## src/hw/rtl/btlv_pkg.sv

```systemverilog
package btlv_pkg;

    localparam int MAX_TAG_BYTES_DEF = 4;
    localparam int TAG_CNT_W         = 3;
    localparam int QUEUE_DEPTH       = 4;

    localparam logic [7:0] LEN_ONE_BYTE  = 8'h81;
    localparam logic [7:0] LEN_TWO_BYTES = 8'h82;
    localparam logic [4:0] TAG_MORE_MASK = 5'h1F;

    typedef enum logic [2:0] {
        PH_TAG_FIRST,
        PH_TAG_MORE,
        PH_LEN_FIRST,
        PH_LEN_EXT,
        PH_VALUE,
        PH_SKIP
    } phase_t;

    typedef enum logic [1:0] {
        ERR_NONE     = 2'd0,
        ERR_TAG_LONG = 2'd1,
        ERR_TRUNC    = 2'd2,
        ERR_LEN_FORM = 2'd3
    } err_code_t;

    typedef struct packed {
        logic [31:0] tag_value;
        logic [15:0] value_length;
        logic [7:0]  value_byte;
        logic        carries_byte;
        logic        item_done;
        err_code_t   error_code;
    } result_t;

endpackage

```

## src/hw/rtl/btlv_front.sv

```systemverilog
module btlv_front #(
    parameter int MAX_TAG_BYTES = btlv_pkg::MAX_TAG_BYTES_DEF
) (
    input  logic             clk,
    input  logic             rst_n,
    input  logic             strict_length,
    input  logic             in_valid,
    output logic             in_ready,
    input  logic [7:0]       data_byte,
    input  logic             end_of_stream,
    input  logic             push_ready,
    output logic             push_valid,
    output btlv_pkg::result_t push_data
);
    import btlv_pkg::*;

    phase_t                 phase_reg, phase_next, ph_mid;
    logic [31:0]            tag_reg, tag_next, tag_mid;
    logic [TAG_CNT_W-1:0]   cnt_reg, cnt_next, cnt_mid;
    logic [15:0]            len_reg, len_next, len_mid;
    logic [1:0]             lleft_reg, lleft_next, lleft_mid;
    logic [15:0]            vleft_reg, vleft_next, vleft_mid;

    err_code_t              err;
    logic                   have;
    logic                   done;
    logic [7:0]             vbyte;
    logic                   carries;
    logic                   accept;

    assign in_ready = push_ready;
    assign accept   = in_valid & push_ready;

    // per-byte decode of the current phase
    always_comb
    begin
        err       = ERR_NONE;
        have      = 1'b0;
        done      = 1'b0;
        vbyte     = 8'd0;
        carries   = 1'b0;
        ph_mid    = phase_reg;
        tag_mid   = tag_reg;
        cnt_mid   = cnt_reg;
        len_mid   = len_reg;
        lleft_mid = lleft_reg;
        vleft_mid = vleft_reg;
        case (phase_reg)
            PH_TAG_FIRST:
            begin
                tag_mid   = {24'd0, data_byte};
                cnt_mid   = TAG_CNT_W'(1);
                len_mid   = 16'd0;
                lleft_mid = 2'd0;
                vleft_mid = 16'd0;
                ph_mid    = (data_byte[4:0] == TAG_MORE_MASK) ? PH_TAG_MORE : PH_LEN_FIRST;
            end
            PH_TAG_MORE:
            begin
                if (cnt_reg >= TAG_CNT_W'(MAX_TAG_BYTES))
                begin
                    err = ERR_TAG_LONG;
                end
                else
                begin
                    tag_mid = {tag_reg[23:0], data_byte};
                    cnt_mid = cnt_reg + TAG_CNT_W'(1);
                    if (!data_byte[7])
                    begin
                        ph_mid = PH_LEN_FIRST;
                    end
                end
            end
            PH_LEN_FIRST:
            begin
                if (data_byte == LEN_ONE_BYTE)
                begin
                    lleft_mid = 2'd1;
                    len_mid   = 16'd0;
                    ph_mid    = PH_LEN_EXT;
                end
                else if (data_byte == LEN_TWO_BYTES)
                begin
                    lleft_mid = 2'd2;
                    len_mid   = 16'd0;
                    ph_mid    = PH_LEN_EXT;
                end
                else if (strict_length && data_byte[7])
                begin
                    err = ERR_LEN_FORM;
                end
                else
                begin
                    len_mid   = {8'd0, data_byte};
                    lleft_mid = 2'd0;
                    ph_mid    = PH_VALUE;
                end
            end
            PH_LEN_EXT:
            begin
                len_mid   = {len_reg[7:0], data_byte};
                lleft_mid = lleft_reg - 2'd1;
                if (lleft_reg == 2'd1)
                begin
                    ph_mid = PH_VALUE;
                end
            end
            PH_VALUE:
            begin
                have      = 1'b1;
                vbyte     = data_byte;
                carries   = 1'b1;
                vleft_mid = vleft_reg - 16'd1;
                if (vleft_reg == 16'd1)
                begin
                    done   = 1'b1;
                    ph_mid = PH_TAG_FIRST;
                end
            end
            default:
            begin
            end
        endcase

        // length just completed: load the value count, empty value ends here
        if (err == ERR_NONE && ph_mid == PH_VALUE && !have)
        begin
            vleft_mid = len_mid;
            if (len_mid == 16'd0)
            begin
                have   = 1'b1;
                done   = 1'b1;
                ph_mid = PH_TAG_FIRST;
            end
        end
    end

    // next state
    always_comb
    begin
        phase_next = ph_mid;
        tag_next   = tag_mid;
        cnt_next   = cnt_mid;
        len_next   = len_mid;
        lleft_next = lleft_mid;
        vleft_next = vleft_mid;
        if (phase_reg == PH_SKIP)
        begin
            phase_next = end_of_stream ? PH_TAG_FIRST : PH_SKIP;
        end
        else if (err != ERR_NONE && !end_of_stream)
        begin
            phase_next = PH_SKIP;
        end
        if ((phase_reg == PH_SKIP || err != ERR_NONE || ph_mid == PH_TAG_FIRST) &&
            (end_of_stream || phase_reg != PH_SKIP) &&
            (end_of_stream || err == ERR_NONE))
        begin
            phase_next = PH_TAG_FIRST;
            tag_next   = 32'd0;
            cnt_next   = '0;
            len_next   = 16'd0;
            lleft_next = 2'd0;
            vleft_next = 16'd0;
        end
        else if (end_of_stream)
        begin
            phase_next = PH_TAG_FIRST;
            tag_next   = 32'd0;
            cnt_next   = '0;
            len_next   = 16'd0;
            lleft_next = 2'd0;
            vleft_next = 16'd0;
        end
    end

    // result
    always_comb
    begin
        push_valid             = 1'b0;
        push_data.tag_value    = tag_mid;
        push_data.value_length = len_mid;
        push_data.value_byte   = 8'd0;
        push_data.carries_byte = 1'b0;
        push_data.item_done    = 1'b1;
        push_data.error_code   = ERR_NONE;
        if (phase_reg != PH_SKIP)
        begin
            if (err != ERR_NONE)
            begin
                push_valid           = accept;
                push_data.error_code = err;
            end
            else if (end_of_stream && ph_mid != PH_TAG_FIRST)
            begin
                push_valid           = accept;
                push_data.error_code = ERR_TRUNC;
            end
            else if (have)
            begin
                push_valid             = accept;
                push_data.value_byte   = vbyte;
                push_data.carries_byte = carries;
                push_data.item_done    = done;
            end
        end
    end

    always_ff @(posedge clk or negedge rst_n)
    begin
        if (!rst_n)
        begin
            phase_reg <= PH_TAG_FIRST;
            tag_reg   <= 32'd0;
            cnt_reg   <= '0;
            len_reg   <= 16'd0;
            lleft_reg <= 2'd0;
            vleft_reg <= 16'd0;
        end
        else if (accept)
        begin
            phase_reg <= phase_next;
            tag_reg   <= tag_next;
            cnt_reg   <= cnt_next;
            len_reg   <= len_next;
            lleft_reg <= lleft_next;
            vleft_reg <= vleft_next;
        end
    end

endmodule

```

## src/hw/rtl/btlv_queue.sv

```systemverilog
module btlv_queue (
    input  logic              clk,
    input  logic              rst_n,
    input  logic              push_valid,
    output logic              push_ready,
    input  btlv_pkg::result_t push_data,
    output logic              pop_valid,
    input  logic              pop,
    output btlv_pkg::result_t pop_data
);
    import btlv_pkg::*;

    localparam int PTR_W = $clog2(QUEUE_DEPTH);
    localparam int CNT_W = $clog2(QUEUE_DEPTH + 1);

    result_t            mem [QUEUE_DEPTH];
    logic [PTR_W-1:0]   wr_ptr_reg, wr_ptr_next;
    logic [PTR_W-1:0]   rd_ptr_reg, rd_ptr_next;
    logic [CNT_W-1:0]   count_reg, count_next;
    logic               do_push, do_pop;

    assign push_ready = (count_reg != CNT_W'(QUEUE_DEPTH));
    assign pop_valid  = (count_reg != '0);
    assign pop_data   = mem[rd_ptr_reg];
    assign do_push    = push_valid & push_ready;
    assign do_pop     = pop & pop_valid;

    always_comb
    begin
        wr_ptr_next = wr_ptr_reg;
        rd_ptr_next = rd_ptr_reg;
        count_next  = count_reg;
        if (do_push)
        begin
            wr_ptr_next = (wr_ptr_reg == PTR_W'(QUEUE_DEPTH - 1)) ? '0
                                                                 : wr_ptr_reg + PTR_W'(1);
        end
        if (do_pop)
        begin
            rd_ptr_next = (rd_ptr_reg == PTR_W'(QUEUE_DEPTH - 1)) ? '0
                                                                 : rd_ptr_reg + PTR_W'(1);
        end
        if (do_push && !do_pop)
        begin
            count_next = count_reg + CNT_W'(1);
        end
        else if (do_pop && !do_push)
        begin
            count_next = count_reg - CNT_W'(1);
        end
    end

    always_ff @(posedge clk or negedge rst_n)
    begin
        if (!rst_n)
        begin
            wr_ptr_reg <= '0;
            rd_ptr_reg <= '0;
            count_reg  <= '0;
        end
        else
        begin
            wr_ptr_reg <= wr_ptr_next;
            rd_ptr_reg <= rd_ptr_next;
            count_reg  <= count_next;
        end
    end

    always_ff @(posedge clk)
    begin
        if (do_push)
        begin
            mem[wr_ptr_reg] <= push_data;
        end
    end

endmodule

```

## src/hw/rtl/btlv_back.sv

```systemverilog
module btlv_back (
    input  logic              clk,
    input  logic              rst_n,
    input  logic              q_valid,
    output logic              q_pop,
    input  btlv_pkg::result_t q_data,
    output logic              out_valid,
    input  logic              out_ready,
    output btlv_pkg::result_t out_data
);
    import btlv_pkg::*;

    logic    valid_reg, valid_next;
    result_t data_reg;

    // refill the output beat whenever it is empty or being taken
    assign q_pop     = q_valid & (~valid_reg | out_ready);
    assign out_valid = valid_reg;
    assign out_data  = data_reg;

    always_comb
    begin
        valid_next = valid_reg;
        if (q_pop)
        begin
            valid_next = 1'b1;
        end
        else if (out_ready)
        begin
            valid_next = 1'b0;
        end
    end

    always_ff @(posedge clk or negedge rst_n)
    begin
        if (!rst_n)
        begin
            valid_reg <= 1'b0;
        end
        else
        begin
            valid_reg <= valid_next;
        end
    end

    always_ff @(posedge clk)
    begin
        if (q_pop)
        begin
            data_reg <= q_data;
        end
    end

endmodule

```

## src/hw/rtl/ber_tlv_stream_parser.sv

```systemverilog
// channel   dir  handshake                    payload
// s_axis    in   s_axis_tvalid/s_axis_tready  tdata = data_byte, tlast = end_of_stream
// m_axis    out  m_axis_tvalid/m_axis_tready  tdata = tag, length, byte; tlast = item_done;
//                                             tuser = carries_byte, error_code
// apb       in   psel/penable, pready = 1     reg 0 at 0x0: strict_length
//
// One input beat per cycle while the result queue is not full; each beat is parsed in the cycle it is taken.
// A result passes through the result queue and then the output register before it leaves.
// Reset clears the parser state, the 4-deep result queue and strict_length.
// s_axis_tready drops only when the result queue is full; the queue plus the
// output register let input keep flowing while m_axis stalls briefly.
module ber_tlv_stream_parser #(
    parameter int MAX_TAG_BYTES = btlv_pkg::MAX_TAG_BYTES_DEF
) (
    input  logic        clk,
    input  logic        rst_n,
    input  logic        s_axis_tvalid,
    output logic        s_axis_tready,
    input  logic [7:0]  s_axis_tdata,   // [7:0] data_byte
    input  logic        s_axis_tlast,
    output logic        m_axis_tvalid,
    input  logic        m_axis_tready,
    output logic [55:0] m_axis_tdata,   // [31:0] tag_value, [47:32] value_length,
                                        // [55:48] value_byte
    output logic        m_axis_tlast,
    output logic [2:0]  m_axis_tuser,   // [0] carries_byte, [2:1] error_code
    input  logic        psel,
    input  logic        penable,
    input  logic        pwrite,
    input  logic [2:0]  paddr,
    input  logic [31:0] pwdata,
    output logic [31:0] prdata,
    output logic        pready
);
    import btlv_pkg::*;

    logic    strict_reg, strict_next;
    logic    cfg_sel;
    logic    push_valid, push_ready;
    result_t push_data;
    logic    q_valid, q_pop;
    result_t q_data;
    result_t out_data;

    assign pready  = 1'b1;
    assign cfg_sel = ~paddr[2];
    assign prdata  = cfg_sel ? {31'd0, strict_reg} : 32'd0;

    always_comb
    begin
        strict_next = strict_reg;
        if (psel && penable && pwrite && pready && cfg_sel)
        begin
            strict_next = pwdata[0];
        end
    end

    always_ff @(posedge clk or negedge rst_n)
    begin
        if (!rst_n)
        begin
            strict_reg <= 1'b0;
        end
        else
        begin
            strict_reg <= strict_next;
        end
    end

    btlv_front #(
        .MAX_TAG_BYTES (MAX_TAG_BYTES)
    ) u_front (
        .clk           (clk),
        .rst_n         (rst_n),
        .strict_length (strict_reg),
        .in_valid      (s_axis_tvalid),
        .in_ready      (s_axis_tready),
        .data_byte     (s_axis_tdata),
        .end_of_stream (s_axis_tlast),
        .push_ready    (push_ready),
        .push_valid    (push_valid),
        .push_data     (push_data)
    );

    btlv_queue u_queue (
        .clk        (clk),
        .rst_n      (rst_n),
        .push_valid (push_valid),
        .push_ready (push_ready),
        .push_data  (push_data),
        .pop_valid  (q_valid),
        .pop        (q_pop),
        .pop_data   (q_data)
    );

    btlv_back u_back (
        .clk       (clk),
        .rst_n     (rst_n),
        .q_valid   (q_valid),
        .q_pop     (q_pop),
        .q_data    (q_data),
        .out_valid (m_axis_tvalid),
        .out_ready (m_axis_tready),
        .out_data  (out_data)
    );

    assign m_axis_tdata = {out_data.value_byte, out_data.value_length, out_data.tag_value};
    assign m_axis_tlast = out_data.item_done;
    assign m_axis_tuser = {out_data.error_code, out_data.carries_byte};

endmodule

```

## config.mk

```make
export PLATFORM = sky130hd
export DESIGN_NAME = ber_tlv_stream_parser
export DESIGN_NICKNAME = d
export VERILOG_FILES = /design/src/hw/rtl/btlv_pkg.sv /design/src/hw/rtl/btlv_front.sv /design/src/hw/rtl/btlv_queue.sv /design/src/hw/rtl/btlv_back.sv /design/src/hw/rtl/ber_tlv_stream_parser.sv
export SDC_FILE = /design/constraint.sdc
export NUM_CORES = 1
export LEC_CHECK = 0
export BUFFER_PORTS_ARGS = -buffer_cell sky130_fd_sc_hd__buf_2
export CORE_MARGIN = 2
export CORE_UTILIZATION = 40
export CTS_BUF_LIST = sky130_fd_sc_hd__clkbuf_4
export CTS_CLUSTER_SIZE = 25
export DETAILED_ROUTE_END_ITERATION = 16
export PLACE_DENSITY = 0.65
export SYNTH_ARGS = -nofsm -noshare
export SYNTH_HDL_FRONTEND = slang
export SYNTH_SLANG_ARGS = --single-unit
```

## constraint.sdc

```tcl
create_clock -name clk -period 7.9 [get_ports clk]
set_clock_uncertainty 0.1 [all_clocks]
set_input_delay 0.79 -clock clk [delete_from_list [all_inputs] [get_ports clk]]
set_output_delay 0.79 -clock clk [all_outputs]
set_load 0.02 [all_outputs]
```

==> impl_summary.txt <==
----------------------------------------------------
[Synth]
  Share of async-settable or async-resettable flops after synthesis ... 0.2126
  Top cell type by total area after synthesis ... edfxtp_1
  Fraction of post-synthesis cell area in the top cell type by area ... 0.5805
  Share of synthesized area occupied by flip-flops and latches ... 0.7111
  Warning count from the yosys run ... 0
  EDFF count, synth ... 300
  Synthesized area per cell ... 17.00 um2
  Most numerous cell types in the synthesized netlist ... 300 x edfxtp_1, 96 x a22o_1, 81 x dfrtp_1
  Predominant post-synthesis flop cell ... edfxtp_1
  Library cell with the highest instance count after synthesis ... edfxtp_1
  Instance count of the mapped netlist ... 913
  Largest cells by area after synthesis ... edfxtp_1 58%, dfrtp_1 13%, mux4_2 8.7%
  Register bit total from synthesis ... between 300 and 400
  Unique masters post-synth ... 64
  Syn Std Cell Area ... roughly 16,000 um2

[Route]
  Detailed Route WL ... 32.96 mm
  Wire length per cell ... about 20 um
  Starting DRC count in detailed routing ... 807
  Detailed-route DRC error count ... 0
  Ratio of routed vias to standard cells ... 5.320
  Routed vias ... 8,789
  Post-DRT Antenna Nets ... 0
  Drt pass-1 iters ... 5

[Setup path]
  Worst Setup End Kind ... register
  Logic depth of the worst register-to-register path ... 8
  Critical register-to-register path startpoint ... u_front.phase_reg[0]$_DFFE_PN0P_
  FF-to-FF End ... u_queue.mem[0][10]$_DFFE_PP_
  Cell breakdown of the critical path ... clkinv_1 -> o22ai_1 -> a21o_1 -> o21ai_1 -> nor3_4 -> o41a_2 -> and2_2 -> buf_4
  Slowest stage delay, CP ... 0.77 ns
  Critical Path RT ... 8.15 ns
  Type of the worst setup path ... register to register
  CP Data Arrival Time ... approximately 5.4 ns
  Crit-path max FO ... 33
  R2r setup slk ... 2.77 ns
  Element type at the critical path start ... register
  Slowest CP cell ... dfrtp_1

[Finish]
  Post-route cell area ... 17,670 um2
  Proportion of layout cells with a drive suffix above 1 ... 0.2924
  Number of nets in the finished design ... 1,119
  Non-Filler Instances ... 1,652
  Share of the core filled with cells ... 0.4593
  Area Overhead vs Synth ... 13.85%
  Flip-flop count of the largest register after layout ... 240

[Global routing]
  Maximum number of pins on one net before global-route repair ... between 70 and 80
  Global-route wire length before repair ... 51.47 mm
  Number of global-route vias before repair ... 9,052
  Total congestion overflow ... 0
  GR Util All Layers ... 0.1647
  Initial antenna violation count ... 2

[Timing]
  Final-report setup violation count ... 0
  Worst-margin pin slew ... 1.078 ns
  Min Tclk post-route ... 5.125 ns
  Unrepaired setup endpoints after global routing ... false
  Final cycle utilization of the critical path ... 0.6488
  Final max-slew violation count ... 0
  Worst-case headroom to the max-slew limit ... 0.2811
  Highest clock frequency the design can meet ... 195.1 MHz
  Worst setup slack after layout ... 2.775 ns
  Final Hold Fails ... 0
  Worst Hold Slack ... 0.1934 ns
  Sum of negative setup slack ... 0 ns

[CTS]
  Reg clk slew, reported paths ... approximately 0.07 ns
  Clk Tree Root Cell ... clkbuf_4
  Number of sinks on the clock net ... about 380
  Bufs on Longest Clock Path ... 3
  Clock latency on the worst-skew pair ... 0.75 ns
  Num CTS Buffers ... 92
  CTS tree ... done
  Number of levels the H-tree was split into ... 3

[Power]
  Post-layout power ... 6.821 mW
  Pwr dens ... about 390 nW/um2
  Leakage ... between 6 and 7 nW
  Peak VDD IR ... 157.0 uV

[Place]
  Routability congestion estimate ... 0.8944
  HPWL after detailed placement ... 19.27 mm
  Standard cell area after detailed placement ... 16,410 um2
  IO Port Bufs ... 80
  Placed cells ... 1,479
  Pre-CTS setup slack ... 2.741 ns

[Status]
  Run status ... finished clean

[Floorplan]
  Width of the die ... around 200 um
  Placeable core region ... 38,470 um2
  Die outline area ... 40,390 um2
  Count of standard-cell rows ... 72
  Effective utilization at floorplan ... 0.4035
  Number of top-level pins ... 146
  Die height ... ~200 um

[Min path]
  Min-Delay Path Class ... primary input to register
  Hold Startpoint ... m_axis_tready
  Number of cells traversed by the worst hold path ... 2
  Hold path endpoint ... u_back.out_valid$_DFFE_PN0P_

[Run]
  Max_cap viols ... 0

----------------------------------------------------
layout by cell type (no fill, tap or decap), drive strengths merged, types with 9 or more instances in the layout:
cell type / instances
conb: 32
nand3: 9
dfrtp: 81
ha: 11
mux4: 60
clkinv: 26
o21ai: 26
nor4: 10
buf: 94
and2: 16
edfxtp: 300
nand2: 39
a22o: 96
clkbuf: 140
nor2: 31
a21oi: 21
inv: 20
nor3: 13
o2bb2ai: 12
how the worst max path moves through the flow:
stage                                startpoint                                to  slack (ns)  cells after the start
4_1_cts        u_front.phase_reg[0]$_DFFE_PN0P_      u_queue.mem[0][19]$_DFFE_PP_        2.80                      8
6_report       u_front.phase_reg[0]$_DFFE_PN0P_      u_queue.mem[0][10]$_DFFE_PP_        2.77                      8
3_3_place_gp                    s_axis_tdata[2]      u_queue.mem[0][11]$_DFFE_PP_        2.78                      9
5_1_grt        u_front.phase_reg[0]$_DFFE_PN0P_      u_queue.mem[0][10]$_DFFE_PP_        2.47                      8
2_1_floorplan                     m_axis_tready  u_queue.count_reg[1]$_DFFE_PN0P_        2.56                      7
3_5_place_dp                    s_axis_tdata[2]      u_queue.mem[0][19]$_DFFE_PP_        2.74                      9
where the power goes:
| part | internal (mW) | leakage (nW) | switching [mW] | total [mW] |
|---|---|---|---|---|
| registers | 2.76 | 3.91 | 0.266 | 3.02 |
| clock network | 0.881 | 0.729 | 0.770 | 1.65 |
| logic | 0.805 | 1.94 | 1.34 | 2.15 |
| total | 4.45 | 6.58 | 2.38 | 6.82 |
area by class of cell:
class	instances	area (um2)
fill	3387	20800
inverter	21	78.83
clock buffer	140	1051
multi-input combinational	465	4135
antenna	2	5.005
tap	518	648.1
clock inverter	30	192.7
timing repair buffer	95	518.0
sequential	381	11040
critical path, delay by kind of cell (launching register included):
family                 cells  cell delay, ns
flip-flops                 1            0.77
AND/OR/NAND/NOR            2            1.15
buffers and inverters      2            1.05
AO/OA/AOI/OAI              4            1.64
timing repair:
item / CTS / global route
buffers inserted: 0 / 0
gates resized for setup: 0 / 0
endpoints found under the hold margin: 4 / 0
hold buffers: 1 / 0
logic make-up (layout without fill, tap and decap cells):
| group | count (synthesis) | after routing | share of synthesized area |
|---|---|---|---|
| other cells | 2 | 34 | 0.0004839 |
| flops | 381 | 381 | 0.7111 |
| compound gates | 193 | 193 | 0.09747 |
| mux | 67 | 67 | 0.09207 |
| fa+ha+maj | 12 | 12 | 0.01016 |
| buf+inv | 97 | 286 | 0.03184 |
| simple gates | 151 | 151 | 0.05127 |
| xor+xnor | 10 | 10 | 0.005643 |
metal layers:
layer / global-route usage / wire (um)
met3: 0.04140 / 1763
met1: 0.2127 / 14000
met4: 0.05873 / 645
met2: 0.2710 / 16540
met5: 0 / 13
Power figures use the tool's default switching activity.
